==> src/rtl/rvl_dd_pkg.sv <==
// shared types and constants of the depth image decompressor
package rvl_dd_pkg;

	localparam int WORD_BITS    = 32;
	localparam int NIB_BITS     = 4;
	localparam int NIBBLES      = WORD_BITS / NIB_BITS;
	localparam int NIB_IDX_BITS = $clog2(NIBBLES);
	localparam int PIXEL_BITS   = 16;
	localparam int COUNT_BITS   = 23;
	localparam int ACC_BITS     = 32;
	localparam int SHIFT_BITS   = 5;

	localparam logic [COUNT_BITS-1:0] NUM_PIXELS_RST = COUNT_BITS'(307200);

	localparam logic [SHIFT_BITS-1:0] SHIFT_STEP      = SHIFT_BITS'(3);
	localparam logic [SHIFT_BITS-1:0] SHIFT_LAST_FULL = SHIFT_BITS'(27);
	localparam logic [SHIFT_BITS-1:0] SHIFT_LAST_PART = SHIFT_BITS'(30);
	localparam logic [SHIFT_BITS-1:0] SHIFT_SAT       = SHIFT_BITS'(31);

	localparam int WQ_DEPTH = 2;
	localparam int WQ_AW    = $clog2(WQ_DEPTH);
	localparam int RQ_DEPTH = 2;
	localparam int RQ_AW    = $clog2(RQ_DEPTH);

	typedef enum logic [1:0] {
		PH_ZEROS,
		PH_NONZEROS,
		PH_DELTAS
	} phase_t;

	typedef struct packed {
		logic [WORD_BITS-1:0] word;
		logic [NIBBLES-1:0]   term;
	} word_item_t;

	typedef struct packed {
		logic [PIXEL_BITS-1:0] pixel;
		logic [COUNT_BITS-1:0] count;
		logic                  frame_end;
		logic                  last;
	} result_t;

	typedef struct packed {
		logic busy;
		logic hold_valid;
	} back_status_t;

endpackage

==> src/rtl/rvl_dd_outq.sv <==
// result queue driving the output channel
module rvl_dd_outq import rvl_dd_pkg::*; (
	input  logic                  clk,
	input  logic                  arst_n,
	input  logic                  res_push,
	input  result_t               res,
	output logic                  res_full,
	output logic                  res_empty,
	output logic                  out_valid,
	input  logic                  out_stall,
	output logic [PIXEL_BITS-1:0] pixel_value,
	output logic [COUNT_BITS-1:0] repeat_count,
	output logic                  frame_end,
	output logic                  last
);

	result_t          mem_q [RQ_DEPTH];
	logic [RQ_AW-1:0] wr_ptr_q;
	logic [RQ_AW-1:0] rd_ptr_q;
	logic [RQ_AW:0]   cnt_q;
	logic             pop;
	result_t          head;

	assign res_full  = (cnt_q == (RQ_AW+1)'(RQ_DEPTH));
	assign res_empty = (cnt_q == '0);
	assign out_valid = !res_empty;
	assign pop       = out_valid && !out_stall;
	assign head      = mem_q[rd_ptr_q];

	assign pixel_value  = head.pixel;
	assign repeat_count = head.count;
	assign frame_end    = head.frame_end;
	assign last         = head.last;

	always_ff @(posedge clk or negedge arst_n) begin
		if (!arst_n) begin
			wr_ptr_q <= '0;
			rd_ptr_q <= '0;
			cnt_q    <= '0;
		end else begin
			if (res_push)
				wr_ptr_q <= wr_ptr_q + 1'b1;
			if (pop)
				rd_ptr_q <= rd_ptr_q + 1'b1;
			if (res_push && !pop)
				cnt_q <= cnt_q + 1'b1;
			else if (pop && !res_push)
				cnt_q <= cnt_q - 1'b1;
		end
	end

	always_ff @(posedge clk) begin
		if (res_push)
			mem_q[wr_ptr_q] <= res;
	end

endmodule

==> src/rtl/rvl_dd_front.sv <==
// input side: word queue with nibble terminator marks
module rvl_dd_front import rvl_dd_pkg::*; (
	input  logic                 clk,
	input  logic                 arst_n,
	input  logic                 in_valid,
	output logic                 in_stall,
	input  logic [WORD_BITS-1:0] packed_word,
	output logic                 wq_valid,
	output word_item_t           wq_item,
	input  logic                 wq_pop
);

	word_item_t       mem_q [WQ_DEPTH];
	logic [WQ_AW-1:0] wr_ptr_q;
	logic [WQ_AW-1:0] rd_ptr_q;
	logic [WQ_AW:0]   cnt_q;
	logic             push;
	word_item_t       item;

	// a nibble with its top bit clear closes a value
	always_comb begin
		item.word = packed_word;
		for (int i = 0; i < NIBBLES; i++)
			item.term[i] = ~packed_word[NIB_BITS*i + NIB_BITS - 1];
	end

	assign in_stall = (cnt_q == (WQ_AW+1)'(WQ_DEPTH));
	assign push     = in_valid && !in_stall;
	assign wq_valid = (cnt_q != '0);
	assign wq_item  = mem_q[rd_ptr_q];

	always_ff @(posedge clk or negedge arst_n) begin
		if (!arst_n) begin
			wr_ptr_q <= '0;
			rd_ptr_q <= '0;
			cnt_q    <= '0;
		end else begin
			if (push)
				wr_ptr_q <= wr_ptr_q + 1'b1;
			if (wq_pop)
				rd_ptr_q <= rd_ptr_q + 1'b1;
			if (push && !wq_pop)
				cnt_q <= cnt_q + 1'b1;
			else if (wq_pop && !push)
				cnt_q <= cnt_q - 1'b1;
		end
	end

	always_ff @(posedge clk) begin
		if (push)
			mem_q[wr_ptr_q] <= item;
	end

endmodule

==> src/rtl/rvl_dd_back.sv <==
// nibble decoder: one nibble a cycle unless stalled by a full result queue, run and delta handling, result hold stage
module rvl_dd_back import rvl_dd_pkg::*; (
	input  logic                  clk,
	input  logic                  arst_n,
	input  logic                  wq_valid,
	input  word_item_t            wq_item,
	output logic                  wq_pop,
	input  logic                  cfg_wr,
	input  logic [COUNT_BITS-1:0] cfg_data,
	output logic                  res_push,
	output result_t               res,
	input  logic                  res_full,
	output back_status_t          status
);

	logic                    busy_q, busy_d;
	logic [WORD_BITS-1:0]    word_q, word_d;
	logic [NIBBLES-1:0]      term_q, term_d;
	logic [NIB_IDX_BITS-1:0] idx_q, idx_d;
	phase_t                  phase_q, phase_d;
	logic [ACC_BITS-1:0]     accum_q, accum_d;
	logic [SHIFT_BITS-1:0]   shift_q, shift_d;
	logic [COUNT_BITS-1:0]   nzl_q, nzl_d;
	logic [PIXEL_BITS-1:0]   prev_q, prev_d;
	logic [COUNT_BITS-1:0]   pl_q, pl_d;
	logic [COUNT_BITS-1:0]   npix_q, npix_d;
	result_t                 hold_q, hold_d;
	logic                    hold_valid_q, hold_valid_d;

	logic [NIB_BITS-1:0]   nib;
	logic                  is_term;
	logic                  adv;
	logic [ACC_BITS-1:0]   accum_or;
	logic [SHIFT_BITS-1:0] shift_inc;
	logic [COUNT_BITS-1:0] clamp;
	logic [COUNT_BITS-1:0] pl_after;
	logic [PIXEL_BITS-1:0] delta;
	logic [PIXEL_BITS-1:0] prev_sum;
	logic                  new_res;
	result_t               new_data;
	logic                  done;
	logic                  word_end;

	assign nib     = word_q[WORD_BITS-1 -: NIB_BITS];
	assign is_term = term_q[NIBBLES-1];
	// hold until the result queue can take the held result
	assign adv     = busy_q && !(hold_valid_q && res_full);

	assign accum_or  = (shift_q <= SHIFT_LAST_PART) ?
		(accum_q | (ACC_BITS'(nib[NIB_BITS-2:0]) << shift_q)) : accum_q;
	assign shift_inc = (shift_q <= SHIFT_LAST_FULL) ? shift_q + SHIFT_STEP : SHIFT_SAT;

	// run counts past the frame end are cut to what is left
	assign clamp    = (accum_or > ACC_BITS'(pl_q)) ? pl_q : accum_or[COUNT_BITS-1:0];
	assign pl_after = pl_q - clamp;

	// zigzag decode, only the pixel-wide bits matter
	assign delta    = accum_or[PIXEL_BITS:1] ^ {PIXEL_BITS{accum_or[0]}};
	assign prev_sum = prev_q + delta;

	assign status.busy       = busy_q;
	assign status.hold_valid = hold_valid_q;
	assign res               = hold_q;

	always_comb begin
		busy_d       = busy_q;
		word_d       = word_q;
		term_d       = term_q;
		idx_d        = idx_q;
		phase_d      = phase_q;
		accum_d      = accum_q;
		shift_d      = shift_q;
		nzl_d        = nzl_q;
		prev_d       = prev_q;
		pl_d         = pl_q;
		npix_d       = npix_q;
		hold_d       = hold_q;
		hold_valid_d = hold_valid_q;
		new_res      = 1'b0;
		new_data     = '0;
		done         = 1'b0;
		word_end     = 1'b0;
		wq_pop       = 1'b0;

		if (adv) begin
			word_d = word_q << NIB_BITS;
			term_d = term_q << 1;
			idx_d  = idx_q + 1'b1;
			if (!is_term) begin
				accum_d = accum_or;
				shift_d = shift_inc;
			end else begin
				accum_d = '0;
				shift_d = '0;
				case (phase_q)
					PH_ZEROS: begin
						pl_d    = pl_after;
						phase_d = PH_NONZEROS;
						if (clamp != '0) begin
							new_res            = 1'b1;
							new_data.count     = clamp;
							new_data.frame_end = (pl_after == '0);
						end
					end
					PH_NONZEROS: begin
						pl_d  = pl_after;
						nzl_d = clamp;
						if (clamp != '0)
							phase_d = PH_DELTAS;
						else if (pl_after == '0)
							done = 1'b1;
						else
							phase_d = PH_ZEROS;
					end
					PH_DELTAS: begin
						prev_d         = prev_sum;
						new_res        = 1'b1;
						new_data.pixel = prev_sum;
						new_data.count = COUNT_BITS'(1);
						if (nzl_q != '0)
							nzl_d = nzl_q - 1'b1;
						// last delta of the nonzero run
						if (nzl_q <= COUNT_BITS'(1)) begin
							new_data.frame_end = (pl_q == '0);
							if (pl_q == '0)
								done = 1'b1;
							else
								phase_d = PH_ZEROS;
						end
					end
					default: begin
						phase_d = PH_ZEROS;
					end
				endcase
			end
			if (done) begin
				phase_d = PH_ZEROS;
				accum_d = '0;
				shift_d = '0;
				nzl_d   = '0;
				prev_d  = '0;
				pl_d    = npix_q;
			end
			word_end = (idx_q == NIB_IDX_BITS'(NIBBLES-1)) || done;
		end

		// take the next word as soon as the current one ends
		if ((!busy_q || word_end) && wq_valid) begin
			wq_pop = 1'b1;
			busy_d = 1'b1;
			word_d = wq_item.word;
			term_d = wq_item.term;
			idx_d  = '0;
		end else if (word_end) begin
			busy_d = 1'b0;
		end

		// one result is held back until it is known whether it closes the word
		res_push = hold_valid_q && !res_full && (hold_q.last || (adv && new_res));
		if (adv && new_res) begin
			hold_d       = new_data;
			hold_d.last  = word_end;
			hold_valid_d = 1'b1;
		end else if (res_push) begin
			hold_valid_d = 1'b0;
		end else if (word_end && hold_valid_q) begin
			hold_d.last = 1'b1;
		end

		if (cfg_wr) begin
			npix_d  = cfg_data;
			phase_d = PH_ZEROS;
			accum_d = '0;
			shift_d = '0;
			nzl_d   = '0;
			prev_d  = '0;
			pl_d    = cfg_data;
		end
	end

	always_ff @(posedge clk or negedge arst_n) begin
		if (!arst_n) begin
			busy_q       <= 1'b0;
			idx_q        <= '0;
			phase_q      <= PH_ZEROS;
			accum_q      <= '0;
			shift_q      <= '0;
			nzl_q        <= '0;
			prev_q       <= '0;
			pl_q         <= NUM_PIXELS_RST;
			npix_q       <= NUM_PIXELS_RST;
			hold_valid_q <= 1'b0;
		end else begin
			busy_q       <= busy_d;
			idx_q        <= idx_d;
			phase_q      <= phase_d;
			accum_q      <= accum_d;
			shift_q      <= shift_d;
			nzl_q        <= nzl_d;
			prev_q       <= prev_d;
			pl_q         <= pl_d;
			npix_q       <= npix_d;
			hold_valid_q <= hold_valid_d;
		end
	end

	always_ff @(posedge clk) begin
		word_q <= word_d;
		term_q <= term_d;
		hold_q <= hold_d;
	end

endmodule

==> src/rtl/rvl_depth_decompressor.sv <==
// the decoder takes one nibble a cycle unless stalled by a full result queue
// results leave at up to one per cycle while out_stall is low, through a two-entry result queue
// reset clears all control state and loads num_pixels with 307200
// cfg_ready is high only while no word or result is in flight
module rvl_depth_decompressor import rvl_dd_pkg::*; (
	input  logic                  clk,
	input  logic                  arst_n,
	input  logic                  in_valid,
	output logic                  in_stall,
	input  logic [WORD_BITS-1:0]  packed_word,
	output logic                  out_valid,
	input  logic                  out_stall,
	output logic [PIXEL_BITS-1:0] pixel_value,
	output logic [COUNT_BITS-1:0] repeat_count,
	output logic                  frame_end,
	output logic                  last,
	input  logic                  cfg_valid,
	output logic                  cfg_ready,
	input  logic [COUNT_BITS-1:0] num_pixels
);

	logic         wq_valid;
	word_item_t   wq_item;
	logic         wq_pop;
	logic         res_push;
	result_t      res;
	logic         res_full;
	logic         res_empty;
	back_status_t status;
	logic         cfg_wr;

	assign cfg_ready = !wq_valid && !status.busy && !status.hold_valid && res_empty;
	assign cfg_wr    = cfg_valid && cfg_ready;

	rvl_dd_front u_front (
		.clk         (clk),
		.arst_n      (arst_n),
		.in_valid    (in_valid),
		.in_stall    (in_stall),
		.packed_word (packed_word),
		.wq_valid    (wq_valid),
		.wq_item     (wq_item),
		.wq_pop      (wq_pop)
	);

	rvl_dd_back u_back (
		.clk      (clk),
		.arst_n   (arst_n),
		.wq_valid (wq_valid),
		.wq_item  (wq_item),
		.wq_pop   (wq_pop),
		.cfg_wr   (cfg_wr),
		.cfg_data (num_pixels),
		.res_push (res_push),
		.res      (res),
		.res_full (res_full),
		.status   (status)
	);

	rvl_dd_outq u_outq (
		.clk          (clk),
		.arst_n       (arst_n),
		.res_push     (res_push),
		.res          (res),
		.res_full     (res_full),
		.res_empty    (res_empty),
		.out_valid    (out_valid),
		.out_stall    (out_stall),
		.pixel_value  (pixel_value),
		.repeat_count (repeat_count),
		.frame_end    (frame_end),
		.last         (last)
	);

endmodule

==> config.mk <==
export PLATFORM = sky130hd
export DESIGN_NAME = rvl_depth_decompressor
export DESIGN_NICKNAME = d
export VERILOG_FILES = /design/src/rtl/rvl_dd_pkg.sv /design/src/rtl/rvl_dd_outq.sv /design/src/rtl/rvl_dd_front.sv /design/src/rtl/rvl_dd_back.sv /design/src/rtl/rvl_depth_decompressor.sv
export SDC_FILE = /design/constraint.sdc
export NUM_CORES = 1
export LEC_CHECK = 0
export BUFFER_PORTS_ARGS = -buffer_cell sky130_fd_sc_hd__buf_2
export CAP_MARGIN = 20
export CELL_PAD_IN_SITES_DETAIL_PLACEMENT = 1
export CELL_PAD_IN_SITES_GLOBAL_PLACEMENT = 1
export CORE_ASPECT_RATIO = 1.5
export CORE_MARGIN = 2
export CORE_UTILIZATION = 55
export CTS_CLUSTER_DIAMETER = 150
export DETAILED_ROUTE_END_ITERATION = 16
export GPL_ROUTABILITY_DRIVEN = 0
export PLACE_DENSITY = 0.95
export SLEW_MARGIN = 20
export SYNTH_ARGS = -nofsm -noshare
export SYNTH_HDL_FRONTEND = slang
export SYNTH_HIERARCHICAL = 1
export SYNTH_SLANG_ARGS = --single-unit
export TNS_END_PERCENT = 10
==> constraint.sdc <==
create_clock -name clk -period 24.7 [get_ports clk]
set_clock_uncertainty 0.1 [all_clocks]
set_input_delay 1.235 -clock clk [delete_from_list [all_inputs] [get_ports clk]]
set_output_delay 1.235 -clock clk [all_outputs]
set_load 0.02 [all_outputs]
# Word level (Yosys, flattened, before mapping)
# Memories as Yosys holds them, arrays and structs flattened.
# Index checks and enable logic that the tools add are counted.
dict set report op_classes {
  eq_ne 10
  n_addsub 13
  mul 0
  bitwise_logic 10
  shifts 1
  reduce_logical 58
  order_cmp 4
  mux 73
  n_div 0
}
# op n
set ops {}
lappend ops {{2-to-1 mux 23 bit} 11}
lappend ops {{2-to-1 mux 32 bit} 5}
lappend ops {{2-to-1 mux 16 bit} 5}
lappend ops {{2-to-1 mux 31 bit} 2}
lappend ops {{case mux 24 bit (2 select lines)} 1}
lappend ops {{zero test 23 bit} 2}
lappend ops {{case mux 23 bit (2 select lines)} 1}
lappend ops {{nonzero test 23 bit} 2}
lappend ops {{greater-than comparator 32 x 23 -> 1 bit} 1}
lappend ops {{bitwise OR 32 bit} 1}
lappend ops {{<< shifter 3 x 5 -> 32 bit} 1}
lappend ops {{2-to-1 mux 5 bit} 5}
lappend ops {{2-to-1 mux 2 bit} 12}
lappend ops {{2-to-1 mux 24 bit} 1}
lappend ops {{less-or-equal comparator 23 x 1 -> 1 bit, second input constant} 1}
lappend ops {{2-to-1 mux 1 bit} 23}
lappend ops {{subtractor 23 x 1 -> 23 bit, second input constant} 1}
lappend ops {{subtractor 23 bit} 1}
lappend ops {{logical AND 1 bit} 17}
lappend ops {{adder 16 bit} 1}
lappend ops {{2-to-1 mux 8 bit} 2}
lappend ops {{nonzero test 2 bit} 8}
lappend ops {{bitwise XOR 16 bit} 1}
lappend ops {{zero test 1 bit} 12}
lappend ops {{26 further kinds} 52}
dict set report totals {
  mem_count 2
  mem_bits_ro 0
  reg_bits 217
  in_bits 60
  word_cells 193
  ram_bits 162
  out_inout_bits 44
  latch_bits 0
}
# name depth word_bits rd rd_ports_with_merged_regs wr line
set mem_list {}
lappend mem_list {u_outq.mem_q 2 41 1 0 1 rvl_dd_outq.sv:17} ;# result_t mem_q [RQ_DEPTH];
lappend mem_list {u_front.mem_q 2 40 1 0 1 rvl_dd_front.sv:13} ;# word_item_t mem_q [WQ_DEPTH];

# Logic depth before layout (Yosys ltp)
dict set report depth {
  ltp_word 20
  mapped_depth 42
  ltp_nobuf 33
}

# Cells and area by module
# The synthesis kept the hierarchy.
# module area_per_inst_um2 cells_each instances seq_area_each_um2
set by_module_without_submodules {}
lappend by_module_without_submodules {rvl_dd_back 14189.9 1536 1 5430.2}
lappend by_module_without_submodules {rvl_dd_outq 3367.0 145 1 2562.5}
lappend by_module_without_submodules {rvl_dd_front 3318.2 152 1 2502.4}
lappend by_module_without_submodules {rvl_depth_decompressor 30.0 2 1 0.0}

# Least setup slack after synthesis
# Ideal clock, no wire load.
dict set report synth_path {
  path_kind {register to register}
  from {reg u_back.shift_q[1]}
  to {mem u_outq/mem_q[0][0] (netlist name), enable pin}
  path_slack_ns 16.527
  t_required_ns 24.156
  path_buffers 7
  synth_period_minus_slack_ns 8.173
  setup_time_ns 0.444
  stages_incl_launch_ff 25
  t_arrival_ns 7.629
  cell_sequence {dfrtp_1 -> buf_2 -> buf_2 -> inv_1 -> and3_1 -> a21oi_1 -> buf_1 -> buf_1 -> ha_1 -> inv_1 -> a21oi_1 -> o21ai_0 -> a211o_1 -> a31o_2 -> nor2_4 -> buf_4 -> buf_6 -> mux2i_1 -> nor3_2 -> or2_2 -> clkbuf_1 -> nand2_1 -> nor2_1 -> nor3b_1 -> nor2b_1}
}
dict set report synth_between {
  elab_chain_cells 15
  elab_cells_between_ends 16
  cone_classes {order compare (2); shift (1); mux (8); bitwise (1); reduce/logical (4)}
}
# item line
set synth_rtl {}
lappend synth_rtl {{start: declaration} rvl_dd_back.sv:22} ;# logic [SHIFT_BITS-1:0] shift_q, shift_d;
lappend synth_rtl {{start signal: assignment} rvl_dd_back.sv:198} ;# shift_q <= shift_d;
lappend synth_rtl {{parallel branches: the longest is 2 deep, another holds less-or-equal comparator 5 bit} -}
lappend synth_rtl {{2-to-1 mux 32 bit (*)} rvl_dd_back.sv:49} ;# assign accum_or = (shift_q <= SHIFT_LAST_PART) ?
lappend synth_rtl {{greater-than comparator 32 x 23 -> 1 bit} rvl_dd_back.sv:54} ;# assign clamp = (accum_or > ACC_BITS'(pl_q)) ? pl_q : accum_or[COUNT_BITS-1:0];
lappend synth_rtl {{2-to-1 mux 23 bit (*)} rvl_dd_back.sv:54}
lappend synth_rtl {{nonzero test 23 bit (*)} rvl_dd_back.sv:99} ;# if (clamp != '0) begin
lappend synth_rtl {{2-to-1 mux 1 bit (*)} rvl_dd_back.sv:99}
lappend synth_rtl {{case mux 1 bit (2 select lines) (*)} rvl_dd_back.sv:95} ;# case (phase_q)
lappend synth_rtl {{2-to-1 mux 1 bit (*)} rvl_dd_back.sv:89} ;# if (!is_term) begin
lappend synth_rtl {{2-to-1 mux 1 bit (*)} rvl_dd_back.sv:85} ;# if (adv) begin
lappend synth_rtl {{logical AND 1 bit (*)} rvl_dd_back.sv:159} ;# res_push = hold_valid_q && !res_full && (hold_q.last || (adv && new_res));
lappend synth_rtl {{logical OR 1 bit (*)} rvl_dd_back.sv:159}
lappend synth_rtl {{logical AND 1 bit (*)} rvl_dd_back.sv:159}
lappend synth_rtl {{net res_push} rvl_depth_decompressor.sv:25} ;# logic res_push;
lappend synth_rtl {{2-to-1 mux 1 bit (*)} rvl_dd_outq.sv:53} ;# if (res_push)
lappend synth_rtl {{2-to-1 mux 1 bit (implied by the code) (*)} rvl_dd_outq.sv:54} ;# mem_q[wr_ptr_q] <= res;
lappend synth_rtl {{end: declaration} rvl_dd_outq.sv:17}
# Mark *: on every way through the listed nets, which the timed path passes.

# Final worst setup path
dict set report layout_path {
  from {reg u_back.shift_q[1]}
  to {reg u_back.nzl_q[19]}
}
dict set report layout_between {
  elab_chain_cells 15
  elab_cells_between_ends 23
  cone_classes {add/sub (1); order compare (2); eq/ne (1); shift (1); mux (12); bitwise (1); reduce/logical (5)}
}
# item line
set layout_rtl {}
lappend layout_rtl {{parallel branches: the longest is 2 deep, another holds less-or-equal comparator 5 bit} -}
lappend layout_rtl {{2-to-1 mux 32 bit (*)} rvl_dd_back.sv:49}
lappend layout_rtl {{greater-than comparator 32 x 23 -> 1 bit} rvl_dd_back.sv:54}
lappend layout_rtl {{2-to-1 mux 23 bit (*)} rvl_dd_back.sv:54}
lappend layout_rtl {{subtractor 23 bit} rvl_dd_back.sv:55} ;# assign pl_after = pl_q - clamp;
lappend layout_rtl {{zero test 23 bit} rvl_dd_back.sv:110} ;# else if (pl_after == '0)
lappend layout_rtl {{2-to-1 mux 1 bit} rvl_dd_back.sv:110}
lappend layout_rtl {{2-to-1 mux 1 bit} rvl_dd_back.sv:108} ;# if (clamp != '0)
lappend layout_rtl {{case mux 1 bit (2 select lines)} rvl_dd_back.sv:95}
lappend layout_rtl {{2-to-1 mux 1 bit} rvl_dd_back.sv:89}
lappend layout_rtl {{2-to-1 mux 1 bit} rvl_dd_back.sv:85}
lappend layout_rtl {{2-to-1 mux 23 bit} rvl_dd_back.sv:136} ;# if (done) begin
lappend layout_rtl {{2-to-1 mux 23 bit} rvl_dd_back.sv:85}
lappend layout_rtl {{2-to-1 mux 23 bit} rvl_dd_back.sv:170} ;# if (cfg_wr) begin
lappend layout_rtl {{end signal: assignment} rvl_dd_back.sv:199} ;# nzl_q <= nzl_d;
lappend layout_rtl {{end: declaration} rvl_dd_back.sv:23} ;# logic [COUNT_BITS-1:0] nzl_q, nzl_d;
# Every way passes the cells marked *. The select of a mux whose other input is x is not followed.
# A chain may end at the register's enable or synchronous reset.

==> impl_metrics.prom <==
# TYPE chip_impl_metric gauge
chip_impl_info{name="outcome",value="finished, final reports clean"} 1
chip_impl_info{name="critical_path.slowest_cell",value="sky130_fd_sc_hd__o21ai_2"} 1
chip_impl_metric{name="die_x",unit="um"} 161
chip_impl_metric{name="slew-limit-headroom",unit="%"} 26.0
chip_impl_info{name="worstReg2RegStart",value="u_back/shift_q[1]$_DFFE_PN0N_"} 1
chip_impl_metric{name="final_net_count",unit=""} 1999
chip_impl_metric{name="antenna_found_initial",unit=""} 1
chip_impl_metric{name="final_min_period_over_clock_period",unit="%"} 44.3
chip_impl_metric{name="hold_viol_final",unit=""} 0
chip_impl_info{name="worstReg2RegEnd",value="u_back/nzl_q[19]$_DFFE_PN0P_"} 1
chip_impl_metric{name="place.detailed.hpwl",unit="mm"} 46.2
chip_impl_metric{name="first_pass_iters",unit=""} 6
chip_impl_metric{name="dr_total_vias",unit=""} 15958
chip_impl_metric{name="syn_avg_cell_area",unit="um2"} 11.2
chip_impl_metric{name="cp_data_arrival_time",unit="ps"} 11300
chip_impl_metric{name="worstPathRequired",unit="ps"} 25050
chip_impl_metric{name="post_cts_buffers",unit=""} 0
chip_impl_metric{name="initial_utilization",unit="%"} 55.5
chip_impl_info{name="grt_setup_unrepaired",value="no"} 1
chip_impl_info{name="clk_root_buffer_cell",value="sky130_fd_sc_hd__clkbuf_16"} 1
chip_impl_metric{name="number_of_filler_instances_in_the_final_layout",unit=""} 3792
chip_impl_info{name="endpoint_kind",value="flip-flop"} 1
chip_impl_metric{name="viasPerCell",unit=""} 6.68
chip_impl_metric{name="finalCriticalPeriod",unit="ps"} 10950
chip_impl_metric{name="cts_hold_buf",unit=""} 0
chip_impl_metric{name="r2r_cells",unit=""} 25
chip_impl_metric{name="synthCells",unit=""} 1811
chip_impl_metric{name="drt.antenna.violating_nets",unit=""} 0
chip_impl_metric{name="cts.path.max_buffers",unit=""} 3
chip_impl_metric{name="grt_pass1_vias",unit=""} 17257
chip_impl_metric{name="ioPinCount",unit=""} 104
chip_impl_info{name="worst_setup_path_endpoint",value="u_back/nzl_q[19]$_DFFE_PN0P_"} 1
chip_impl_metric{name="timing.max_cap.violations",unit=""} 0
chip_impl_metric{name="areaGrowthSynthToFinish",unit="%"} 9.16
chip_impl_metric{name="grt_max_degree",unit=""} 79
chip_impl_metric{name="r2r_slack",unit="ps"} 13750
chip_impl_metric{name="cts_inserted_buffers",unit=""} 34
chip_impl_metric{name="ctsHtreeMaxLevel",unit=""} 2
chip_impl_info{name="critical_path_class",value="reg -> reg"} 1
chip_impl_info{name="critical_path.startpoint_type",value="flip-flop"} 1
chip_impl_info{name="most_common_library_cell_in_the_layout_ignoring_fill_and_taps",value="sky130_fd_sc_hd__edfxtp_1"} 1
chip_impl_metric{name="total_routing_usage_reported_by_global_routing",unit="%"} 34.3
chip_impl_info{name="hold_path_class",value="reg -> reg"} 1
chip_impl_info{name="cts_tree",value="yes"} 1
chip_impl_metric{name="finalMaxSlewViolations",unit=""} 0
chip_impl_metric{name="postCtsResizedCells",unit=""} 0
chip_impl_metric{name="totalWireLength",unit="mm"} 65.7
chip_impl_metric{name="maxClockFrequency",unit="MHz"} 91.3
chip_impl_metric{name="totalNegativeSetupSlack",unit="ps"} 0
chip_impl_metric{name="detail_route.drc_violations",unit=""} 0
chip_impl_metric{name="syn_area",unit="um2"} 20300
chip_impl_metric{name="clk_pin_slew",unit="ps"} 70
chip_impl_metric{name="floorplan.rows",unit=""} 86
chip_impl_metric{name="drt-wirelength-per-cell",unit="um"} 27.5
chip_impl_metric{name="die_height",unit="um"} 239
chip_impl_metric{name="tightestPinTransition",unit="ps"} 1100
chip_impl_metric{name="postSynthNetCount",unit=""} 1933
chip_impl_metric{name="cts.sink_count",unit=""} 356
chip_impl_info{name="startpoint",value="u_back/shift_q[1]$_DFFE_PN0N_"} 1
chip_impl_metric{name="global_route.overflow_total",unit=""} 0
chip_impl_metric{name="yosysWarnings",unit=""} 6
chip_impl_metric{name="worstSkewPairLatency",unit="ps"} 540
chip_impl_info{name="layout.cells.most_common_list",value="sky130_fd_sc_hd__edfxtp_1 (219), sky130_fd_sc_hd__nor2_1 (176), sky130_fd_sc_hd__dfrtp_1 (127)"} 1
chip_impl_metric{name="portBuffers",unit=""} 103
chip_impl_metric{name="post_route_cells_drive_above_1_share",unit="%"} 19.5
chip_impl_metric{name="die_area",unit="um2"} 38500
chip_impl_metric{name="setup_viol",unit=""} 0
chip_impl_metric{name="floorplan.core_area",unit="um2"} 36600
chip_impl_metric{name="detail_route.iter0.violations",unit=""} 1328
chip_impl_metric{name="cp_max_fo",unit=""} 36
chip_impl_metric{name="grt_first_pass_wirelength",unit="mm"} 100
chip_impl_metric{name="cp_slowest_stage_delay",unit="ps"} 900
## layer usage
| layer | GRT usage (%) | up-vias | wire length [um] | share of wire [%] |
|---|---|---|---|---|
| met5 | 0 | - | 0 | 0 |
| met4 | 26.2 | 0 | 5960 | 9.1 |
| met3 | 7.95 | 390 | 5240 | 8.0 |
| met2 | 60.2 | 898 | 32800 | 50 |
| met1 | 35.4 | 7830 | 21700 | 33 |
| li1 | - | 6840 | - | - |
## cell type report
type	count	area (um2)	share of cell area, %
multi-input combinational	1241	9270	41.8
inverter	117	439	1.98
timing repair buffer	127	722	3.26
antenna	1	2.50	0.0113
clock inverter	17	213	0.960
sequential	356	10000	45.2
tap	484	606	2.73
clock buffer	45	892	4.02
## how the worst min path moves through the flow
stage	endpoint	cells past startpoint	startpoint
2_1_floorplan	u_outq/mem_q[0][10]$_DFFE_PP_	0	u_back/res[10]$_SDFFCE_PN0P_
3_5_place_dp	u_outq/mem_q[1][29]$_DFFE_PP_	0	u_back/res[29]$_SDFFCE_PN0P_
5_1_grt	u_outq/mem_q[0][15]$_DFFE_PP_	0	u_back/res[15]$_SDFFCE_PN0P_
3_3_place_gp	u_outq/mem_q[0][32]$_DFFE_PP_	0	u_back/res[32]$_SDFFCE_PN0P_
4_1_cts	u_outq/mem_q[0][29]$_DFFE_PP_	0	u_back/res[29]$_SDFFCE_PN0P_
6_report	u_outq/mem_q[1][29]$_DFFE_PP_	0	u_back/res[29]$_SDFFCE_PN0P_
## state kept, by name, summed over array words and instances (netlist names), 2 cells and up
register,cells
u_back/accum_q,32
u_back/idx_q,3
u_back/npix_q,23
u_back/nzl_q,23
u_back/phase_q,2
u_back/pl_q,23
u_back/prev_q,16
u_back/res,41
u_back/shift_q,5
u_back/term_q,8
u_back/word_q,24
u_front/cnt_q,2
u_front/mem_q,64
u_outq/cnt_q,2
u_outq/mem_q,82
## per-stage QoR
stage,cell area [um2],utilization [%],hold slack (ps),setup WS [ps],std cells
after CTS,22100,60.5,347,14340,2386
after global routing,22200,60.6,362,13420,2387
after global placement,21000,57.5,323,15080,2324
final,22200,60.6,346,13750,2388
after floorplan,20300,-,321,16530,1811
after detailed placement,21000,57.5,337,14470,2324
## worst max-delay path: cells and delay by family (launching register included)
| family | cells | cell delay [ps] |
|---|---|---|
| DFF | 1 | 870 |
| muxes | 3 | 1270 |
| AOI/OAI and AO/OA | 6 | 2710 |
| buffers and inverters | 3 | 790 |
| and+or+nand+nor | 11 | 4260 |
| adders and majority gates | 2 | 800 |
Power is not shown: default switching activity piles up to over one toggle a cycle in this logic, so the estimate is an artifact.
